<file path="src/design/cbq_pkg.sv">
// ----------------------------------------------------------------------------
// cbq_pkg
// Shared types and constants of the cascaded biquad equaliser.
// ----------------------------------------------------------------------------
package cbq_pkg;

   // coefficient slots of one band, also the order of the product terms
   localparam logic [2:0] SLOT_B0 = 3'd0;
   localparam logic [2:0] SLOT_B1 = 3'd1;
   localparam logic [2:0] SLOT_B2 = 3'd2;
   localparam logic [2:0] SLOT_A1 = 3'd3;
   localparam logic [2:0] SLOT_A2 = 3'd4;
   localparam int         N_SLOTS = 5;

   // configuration register indexes
   localparam logic CSR_ENABLE = 1'b0;
   localparam logic CSR_STEREO = 1'b1;

   // channel tags carried along the chain
   localparam logic CH_LEFT  = 1'b0;
   localparam logic CH_RIGHT = 1'b1;

   // cell sequencing
   localparam logic [3:0] STEP_LAST_MUL = 4'd9;
   localparam logic [3:0] STEP_REDUCE   = 4'd11;

   // sample fraction bits and PCM limits
   localparam int                SFRAC   = 12;
   localparam logic signed [15:0] PCM_MAX = 16'sd32767;
   localparam logic signed [15:0] PCM_MIN = -16'sd32768;

   typedef struct packed {
      logic       wr;
      logic       clear;
      logic [2:0] band;
      logic [2:0] slot;
   } cell_ctrl_type;

   typedef struct packed {
      logic vld;
      logic ch;
   } token_type;

endpackage

</file>
<file path="src/design/cbq_cell.sv">
// ----------------------------------------------------------------------------
// cbq_cell
// One biquad band: coefficients, per-channel history and a shared
// multiply-accumulate that works through the five terms in halves.
// ----------------------------------------------------------------------------
module cbq_cell #(
   parameter int IDX          = 0,
   parameter int COEF_WIDTH   = 32,
   parameter int SIGNAL_WIDTH = 40
) (
   input  logic                           clock,
   input  logic                           reset,
   input  cbq_pkg::cell_ctrl_type         ctrl,
   input  logic signed [COEF_WIDTH-1:0]   coef_value,
   input  cbq_pkg::token_type             in_tok,
   input  logic signed [SIGNAL_WIDTH-1:0] in_x,
   output cbq_pkg::token_type             out_tok,
   output logic signed [SIGNAL_WIDTH-1:0] out_y
);

   localparam int CFRAC  = COEF_WIDTH - 4;
   localparam int LO_W   = SIGNAL_WIDTH / 2;
   localparam int HI_W   = SIGNAL_WIDTH - LO_W;
   localparam int OP_W   = HI_W + 1;
   localparam int PROD_W = COEF_WIDTH + OP_W;
   localparam int ACC_W  = COEF_WIDTH + SIGNAL_WIDTH + 3;

   logic signed [COEF_WIDTH-1:0]   coef_ff [cbq_pkg::N_SLOTS];
   logic signed [SIGNAL_WIDTH-1:0] x1_ff [2];
   logic signed [SIGNAL_WIDTH-1:0] x2_ff [2];
   logic signed [SIGNAL_WIDTH-1:0] y1_ff [2];
   logic signed [SIGNAL_WIDTH-1:0] y2_ff [2];
   logic signed [SIGNAL_WIDTH-1:0] x_ff;
   logic                           ch_ff;
   logic                           busy_ff;
   logic [3:0]                     step_ff;
   logic signed [PROD_W-1:0]       prod_ff;
   logic                           prod_vld_ff, prod_hi_ff, prod_sub_ff;
   logic signed [ACC_W-1:0]        acc_ff;
   logic signed [SIGNAL_WIDTH-1:0] out_y_ff;
   logic                           out_vld_ff;
   logic                           out_ch_ff;

   logic [2:0]                     term;
   logic signed [SIGNAL_WIDTH-1:0] sig;
   logic signed [COEF_WIDTH-1:0]   coef_sel;
   logic signed [OP_W-1:0]         op;
   logic signed [PROD_W-1:0]       prod_in;
   logic signed [ACC_W-1:0]        term_ext;
   logic signed [ACC_W-1:0]        acc_in;
   logic signed [ACC_W-1:0]        shifted;
   logic                           in_range;
   logic signed [SIGNAL_WIDTH-1:0] y_sat;
   logic                           coef_hit;

   assign term = step_ff[3:1];

   always_comb begin
      case (term)
         cbq_pkg::SLOT_B0: begin
            sig      = x_ff;
            coef_sel = coef_ff[0];
         end
         cbq_pkg::SLOT_B1: begin
            sig      = x1_ff[ch_ff];
            coef_sel = coef_ff[1];
         end
         cbq_pkg::SLOT_B2: begin
            sig      = x2_ff[ch_ff];
            coef_sel = coef_ff[2];
         end
         cbq_pkg::SLOT_A1: begin
            sig      = y1_ff[ch_ff];
            coef_sel = coef_ff[3];
         end
         default: begin
            sig      = y2_ff[ch_ff];
            coef_sel = coef_ff[4];
         end
      endcase
      // low half unsigned, high half signed and weighted by 2^LO_W
      if (step_ff[0]) begin
         op = OP_W'($signed(sig[SIGNAL_WIDTH-1:LO_W]));
      end else begin
         op = OP_W'({1'b0, sig[LO_W-1:0]});
      end
      prod_in = coef_sel * op;
   end

   always_comb begin
      term_ext = ACC_W'(prod_ff);
      if (prod_hi_ff) begin
         term_ext = term_ext <<< LO_W;
      end
      acc_in = prod_sub_ff ? acc_ff - term_ext : acc_ff + term_ext;
   end

   always_comb begin
      shifted  = acc_ff >>> CFRAC;
      in_range = (&shifted[ACC_W-1:SIGNAL_WIDTH-1]) | ~(|shifted[ACC_W-1:SIGNAL_WIDTH-1]);
      if (in_range) begin
         y_sat = shifted[SIGNAL_WIDTH-1:0];
      end else if (shifted[ACC_W-1]) begin
         y_sat = {1'b1, {(SIGNAL_WIDTH-1){1'b0}}};
      end else begin
         y_sat = {1'b0, {(SIGNAL_WIDTH-1){1'b1}}};
      end
   end

   assign coef_hit = ctrl.wr && (int'(ctrl.band) == IDX);

   // sequencer and datapath
   always_ff @(posedge clock) begin
      if (reset) begin
         busy_ff     <= 1'b0;
         step_ff     <= '0;
         prod_vld_ff <= 1'b0;
         out_vld_ff  <= 1'b0;
      end else begin
         out_vld_ff <= 1'b0;
         if (in_tok.vld) begin
            busy_ff     <= 1'b1;
            step_ff     <= '0;
            prod_vld_ff <= 1'b0;
         end else if (busy_ff) begin
            prod_vld_ff <= (step_ff <= cbq_pkg::STEP_LAST_MUL);
            if (step_ff == cbq_pkg::STEP_REDUCE) begin
               busy_ff    <= 1'b0;
               out_vld_ff <= 1'b1;
            end else begin
               step_ff <= step_ff + 4'd1;
            end
         end else begin
            prod_vld_ff <= 1'b0;
         end
      end
   end

   always_ff @(posedge clock) begin
      if (in_tok.vld) begin
         x_ff   <= in_x;
         ch_ff  <= in_tok.ch;
         acc_ff <= '0;
      end else if (prod_vld_ff) begin
         acc_ff <= acc_in;
      end
      prod_ff     <= prod_in;
      prod_hi_ff  <= step_ff[0];
      prod_sub_ff <= (term == cbq_pkg::SLOT_A1) || (term == cbq_pkg::SLOT_A2);
      if (busy_ff && step_ff == cbq_pkg::STEP_REDUCE) begin
         out_y_ff  <= y_sat;
         out_ch_ff <= ch_ff;
      end
   end

   // coefficients and histories
   always_ff @(posedge clock) begin
      if (reset) begin
         for (int s = 0; s < cbq_pkg::N_SLOTS; s++) begin
            coef_ff[s] <= (s == 0) ? (COEF_WIDTH'(1) <<< CFRAC) : '0;
         end
         for (int c = 0; c < 2; c++) begin
            x1_ff[c] <= '0;
            x2_ff[c] <= '0;
            y1_ff[c] <= '0;
            y2_ff[c] <= '0;
         end
      end else begin
         if (coef_hit) begin
            for (int s = 0; s < cbq_pkg::N_SLOTS; s++) begin
               if (int'(ctrl.slot) == s) begin
                  coef_ff[s] <= coef_value;
               end
            end
         end
         if (ctrl.clear) begin
            for (int c = 0; c < 2; c++) begin
               x1_ff[c] <= '0;
               x2_ff[c] <= '0;
               y1_ff[c] <= '0;
               y2_ff[c] <= '0;
            end
         end else if (busy_ff && step_ff == cbq_pkg::STEP_REDUCE) begin
            x2_ff[ch_ff] <= x1_ff[ch_ff];
            x1_ff[ch_ff] <= x_ff;
            y2_ff[ch_ff] <= y1_ff[ch_ff];
            y1_ff[ch_ff] <= y_sat;
         end
      end
   end

   assign out_tok.vld = out_vld_ff;
   assign out_tok.ch  = out_ch_ff;
   assign out_y       = out_y_ff;

endmodule

</file>
<file path="config.mk">
export PLATFORM = sky130hd
export DESIGN_NAME = cbq_cell
export DESIGN_NICKNAME = d
export VERILOG_FILES = /design/src/design/cbq_pkg.sv /design/src/design/cbq_cell.sv
export SDC_FILE = /design/constraint.sdc
export NUM_CORES = 2
export LEC_CHECK = 0
export ABC_AREA = 1
export BUFFER_PORTS_ARGS = -buffer_cell sky130_fd_sc_hd__buf_2
export CAP_MARGIN = 40
export CORE_ASPECT_RATIO = 0.8
export CORE_UTILIZATION = 60
export CTS_CLUSTER_DIAMETER = 40
export CTS_CLUSTER_SIZE = 10
export DETAILED_ROUTE_END_ITERATION = 7
export GPL_TIMING_DRIVEN = 0
export PLACE_DENSITY = 0.77
export SLEW_MARGIN = 0
export SYNTH_ARGS = -nofsm -noshare
export SYNTH_HDL_FRONTEND = slang
export SYNTH_SLANG_ARGS = --single-unit
</file>
<file path="constraint.sdc">
create_clock -name clock -period 9.26 [get_ports clock]
set_input_delay 0 -clock clock [delete_from_list [all_inputs] [get_ports clock]]
set_output_delay 0 -clock clock [all_outputs]
set_load 0.1 [all_outputs]
</file>
== Word level (Yosys, flattened, before mapping) ==
Memory sizes are Yosys's and may differ from the RTL's. A register that Yosys moved wholly into a read port is not among the register bits.
Cells that the tools add are included.
Word-level totals
  flip-flop bits (word level): 219
  memory bits (writable): 480
  input bits: 84
  output and inout bits: 42
  word-level logic and storage cells: 132
  memories: 5
Memories
  coef_ff: depth 5, width 32, read ports 5, clocked after memory_dff 0, write ports 5, RTL line cbq_cell.sv:28  | logic signed [COEF_WIDTH-1:0] coef_ff [cbq_pkg::N_SLOTS];
  x1_ff: depth 2, width 40, read ports 1, clocked after memory_dff 1, write ports 2, RTL line cbq_cell.sv:29  | logic signed [SIGNAL_WIDTH-1:0] x1_ff [2];
  x2_ff: depth 2, width 40, read ports 1, clocked after memory_dff 1, write ports 2, RTL line cbq_cell.sv:30  | logic signed [SIGNAL_WIDTH-1:0] x2_ff [2];
  y1_ff: depth 2, width 40, read ports 1, clocked after memory_dff 1, write ports 2, RTL line cbq_cell.sv:31  | logic signed [SIGNAL_WIDTH-1:0] y1_ff [2];
  y2_ff: depth 2, width 40, read ports 1, clocked after memory_dff 1, write ports 2, RTL line cbq_cell.sv:32  | logic signed [SIGNAL_WIDTH-1:0] y2_ff [2];
Cells by class
  add/subtract/negate cells: 3
  multipliers: 1
  order comparisons: 1
  eq/ne operators: 9
  muxes and demuxes: 69
  bitwise gates (word level): 17
  reduce and logical (&&, ||, !) cells: 15
Operator list (count)
  $mux 40: 14
  $mux 32: 5
  $pmux 40 s4: 1
  $reduce_or 40->1: 4
  $pmux 32 s4: 1
  $add 75x73->75: 1
  $mux 75: 1
  $sub 75x73->75: 1
  $mux 72: 1
  $mul 32x21->53: 1
  $mux 1: 45
  $mux 21: 1
  $or 1x1->1: 14
  $eq 3x3->1 const B: 4
  $eq 3x2->1 const B: 3
  $logic_not 3->1: 3
  $reduce_and 8->1: 1
  $reduce_or 8->1: 1
  $add 4x1->4 const B: 1
  $eq 4x4->1 const B: 1
  $le 4x4->1 const B: 1
  $eq 3x1->1 const B: 1
  $not 1->1: 3
  $reduce_or 3->1: 1
  4 further kinds: 5

== Depth between registers and ports, before layout ==
  word-level depth: 8
  depth in mapped cells: 39
  gate-level depth less buffers: 36

== Least setup slack after synthesis ==
OpenSTA, ideal clock, no wires.
  kind: register to register
  start: reg step_ff[3]
  end: mem x1_ff[0][0] (enable)
  setup time: 0.549 ns
  arrival time: 7.334 ns
  setup slack: 1.377 ns
  stages on the path, launching flop included: 11
  path buffers: 4
  clock period less this slack: 7.883 ns
  path through: dfxtp_1 buf_4 inv_2 buf_2 nor2_1 inv_1 nor2_1 nand4_1 clkbuf_1 buf_2 nand3_1
RTL lines
  start: declaration: RTL line cbq_cell.sv:36  | logic [3:0] step_ff;
  start signal: assignment: RTL line cbq_cell.sv:131  | step_ff <= step_ff + 4'd1;
  end: declaration: RTL line cbq_cell.sv:29

==> flow_summary.yaml <==
run_status:
  outcome: "complete, but fails checks"
  violations: "DRC"
synthesis:
  yosys_warnings: 0
  synthFlopType: "edfxtp_1"
  synth_cell_types: 62
  yosys.area.top_type: "edfxtp_1"
  synth.top_cell.area_share_pct: 27.9
  synth_fp_nets: 8077
  ys_seq_area_share_pct: 32.5
  synth_area_leaders: "edfxtp_1 (28%), fa_1 (22%), inv_1 (9.0%)"
  synth_area_um2: 60400
  ys_ff_latch: 700
  async_flop_share_pct: 0
  synth_edf_count: 562
  synthCells: 7113
  postSynthAreaPerCell_um2: 8.49
worst_setup_path:
  worst_ep_required_time_ns: 9.81
  crit_top_cell: "fa_1"
  r2r_slack_ns: 0.1
  r2r-end: "prod_ff[50]"
  path_max_fanout: 10
  endpoint_kind: "register"
  r2r_cells: 32
  cp.arrival_ns: 9.71
  crit_type: "register to register"
  max_stage_delay_ns: 0.60
  worst_path_max_delay_cell: "fa_1"
  crit_path_start_kind: "register"
grt:
  grt_pass1_vias: 51791
  grtUsageTotal_pct: 42.2
  grt_start_max_net_pins: 47
  grt_pass1_wl_mm: 316
  antenna_found_initial: 8
  overflow: 0
clock_tree:
  clkTransAtPathRegs_ns: 0.06
  clk_path_buf_depth: 3
  cts_tree: "built"
  cts.sinks: 700
  clockRootBuffer: "clkbuf_16"
  cts_buffers: 97
  cts-htree-levels: 3
  clock_latency_ns: 0.71
final_layout:
  drive_gt1_share_pct: 7.79
  final_common_cell: "inv_1"
  fin_area_um2: 67400
  syn_to_final_growth_pct: 11.6
  layoutNonFillerInstCount: 8847
  layout_common_cells: "inv_1 (1442), nand2_1 (1345), nor2_1 (1060)"
  layout.nets: 8440
placement:
  gp_congestion: 1.11
  io_buffers: 125
  dp_hpwl_mm: 169
  place_inst: 8579
  dpl_cell_area_um2: 63200
sta:
  final.setup.tns_ns: 0
  fin_crit_ns: 9.16
  final_max_slew_viol_count: 0
  worstMarginPinSlew_ns: 1.01
  fin_skew_ns: 0.0926
  hold_violations: 0
  final.period_utilization_pct: 98.9
  setup_viol: 0
  relSlewSlack_pct: 32.5
  clock.fmax_mhz: 109
  grt_setup_unrepaired: "yes"
drt:
  vias: 52728
  drtPass1Iterations: 8
  drt_iter0_markers: 7729
  wirelength_mm: 213
  wl_per_cell_um: 24.0
  drtAntennaViolNets: 0
  route.detailed.drc: 7
  vias_per_cell: 5.96
min_path:
  hold_path_startpoint: "in_x[3]"
  hold_depth: 2
  hold_class: "primary input to register"
  holdPathEnd: "x_ff[3]"
floorplanning:
  fp.dieH_um: 286
  fp.dieW_um: 357
  start_util_pct: 60.9
  io-pin-count: 126
  rows: 103
  core_area_um2: 99200
  die_area_um2: 102000
flow_run:
  maxCapViolCount: 0
## layout make-up
cell class / count / area [um^2]
antenna: 2 / 5.00
buffer: 254 / 1350
clock buffer: 115 / 2500
clock inverter: 41 / 551
fill: 7883 / 31800
inverter: 1473 / 5540
multi-input combinational: 4686 / 34100
sequential: 700 / 19600
tap: 1312 / 1640
timing repair buffer: 264 / 2130
## Yosys cell counts, drive strengths merged, types with 27 or more instances
| master | count |
|---|---|
| a31oi | 46 |
| o21a | 38 |
| ha | 210 |
| mux2i | 47 |
| o41ai | 34 |
| nand3 | 135 |
| xnor2 | 44 |
| nand2 | 1385 |
| nor3 | 36 |
| inv | 1465 |
| clkbuf | 78 |
| edfxtp | 562 |
| fa | 670 |
| a221oi | 33 |
| o21ai | 287 |
| nor2 | 1085 |
| dfxtp | 138 |
| a21oi | 305 |
| a22o | 27 |
| xor2 | 109 |
| buf | 176 |
| nand4 | 35 |
| o22ai | 40 |
## worst max-delay path by stage
stage	to	slack, ns	cells after the start
3_5_place_dp	prod_ff[46]	0.02	31
2_1_floorplan	x1_ff[0][0]	1.38	10
3_3_place_gp	y1_ff[1][2]	-3.07	10
4_1_cts	prod_ff[45]	0.03	30
5_1_grt	prod_ff[45]	-0.03	31
6_report	prod_ff[50]	0.1	32
## stage by stage
step	util, %	hold slack (ns)	setup slack, ns
2_1_floorplan	-	0.0691	1.38
3_3_place_gp	63.2	0.177	-3.07
3_5_place_dp	63.7	0.178	0.0203
4_1_cts	67.8	0.00137	0.0297
5_1_grt	67.9	0.00896	-0.0261
6_report	67.9	0.0104	0.0977
## what timing repair did
item,in CTS,in global routing
gates resized for setup,2,46
hold endpoints to repair,286,0
hold buffers,103,0
pin swaps,0,3
endpoints found under the setup margin,4,19
setup buffers,0,7
## metal layers
| layer | GRT usage, % | wire, um | vias up |
|---|---|---|---|
| met5 | 0.465 | 158 | - |
| met4 | 21.5 | 13100 | 10 |
| met3 | 14.5 | 31900 | 770 |
| met2 | 60.2 | 87900 | 3795 |
| met1 | 57.1 | 79700 | 25318 |
| li1 | - | - | 22835 |
## flip-flops by register name (all words and copies together) (netlist names), 4 cells and up, named ones only
name	flops
acc_ff	75
coef_ff	160
out_y	40
prod_ff	53
step_ff	4
x1_ff	80
x2_ff	80
x_ff	40
y1_ff	80
y2_ff	80
## worst max-delay path, delay by kind of cell (launching register included)
kind                       cells  cell delay [ns]
AOI/OAI and AO/OA              3             1.00
muxes                          1             0.40
DFF                            1             0.32
and+or+nand+nor               11             1.65
buffers and inverters          9             1.53
adders and majority gates      8             4.04
## logic make-up after synthesis
kind of cell / after synthesis / synth area share, %
flip-flops: 700 / 32.5
XOR/XNOR: 153 / 2.22
AND/OR/NAND/NOR: 2714 / 17.9
multiplexers: 47 / 0.779
AO/OA/AOI/OAI: 892 / 8.71
buffers and inverters: 1727 / 11.3
adder cells (fa/ha/maj): 880 / 26.5
Power is not shown: default switching activity piles up to over one toggle a cycle in this logic, so the estimate is an artifact.
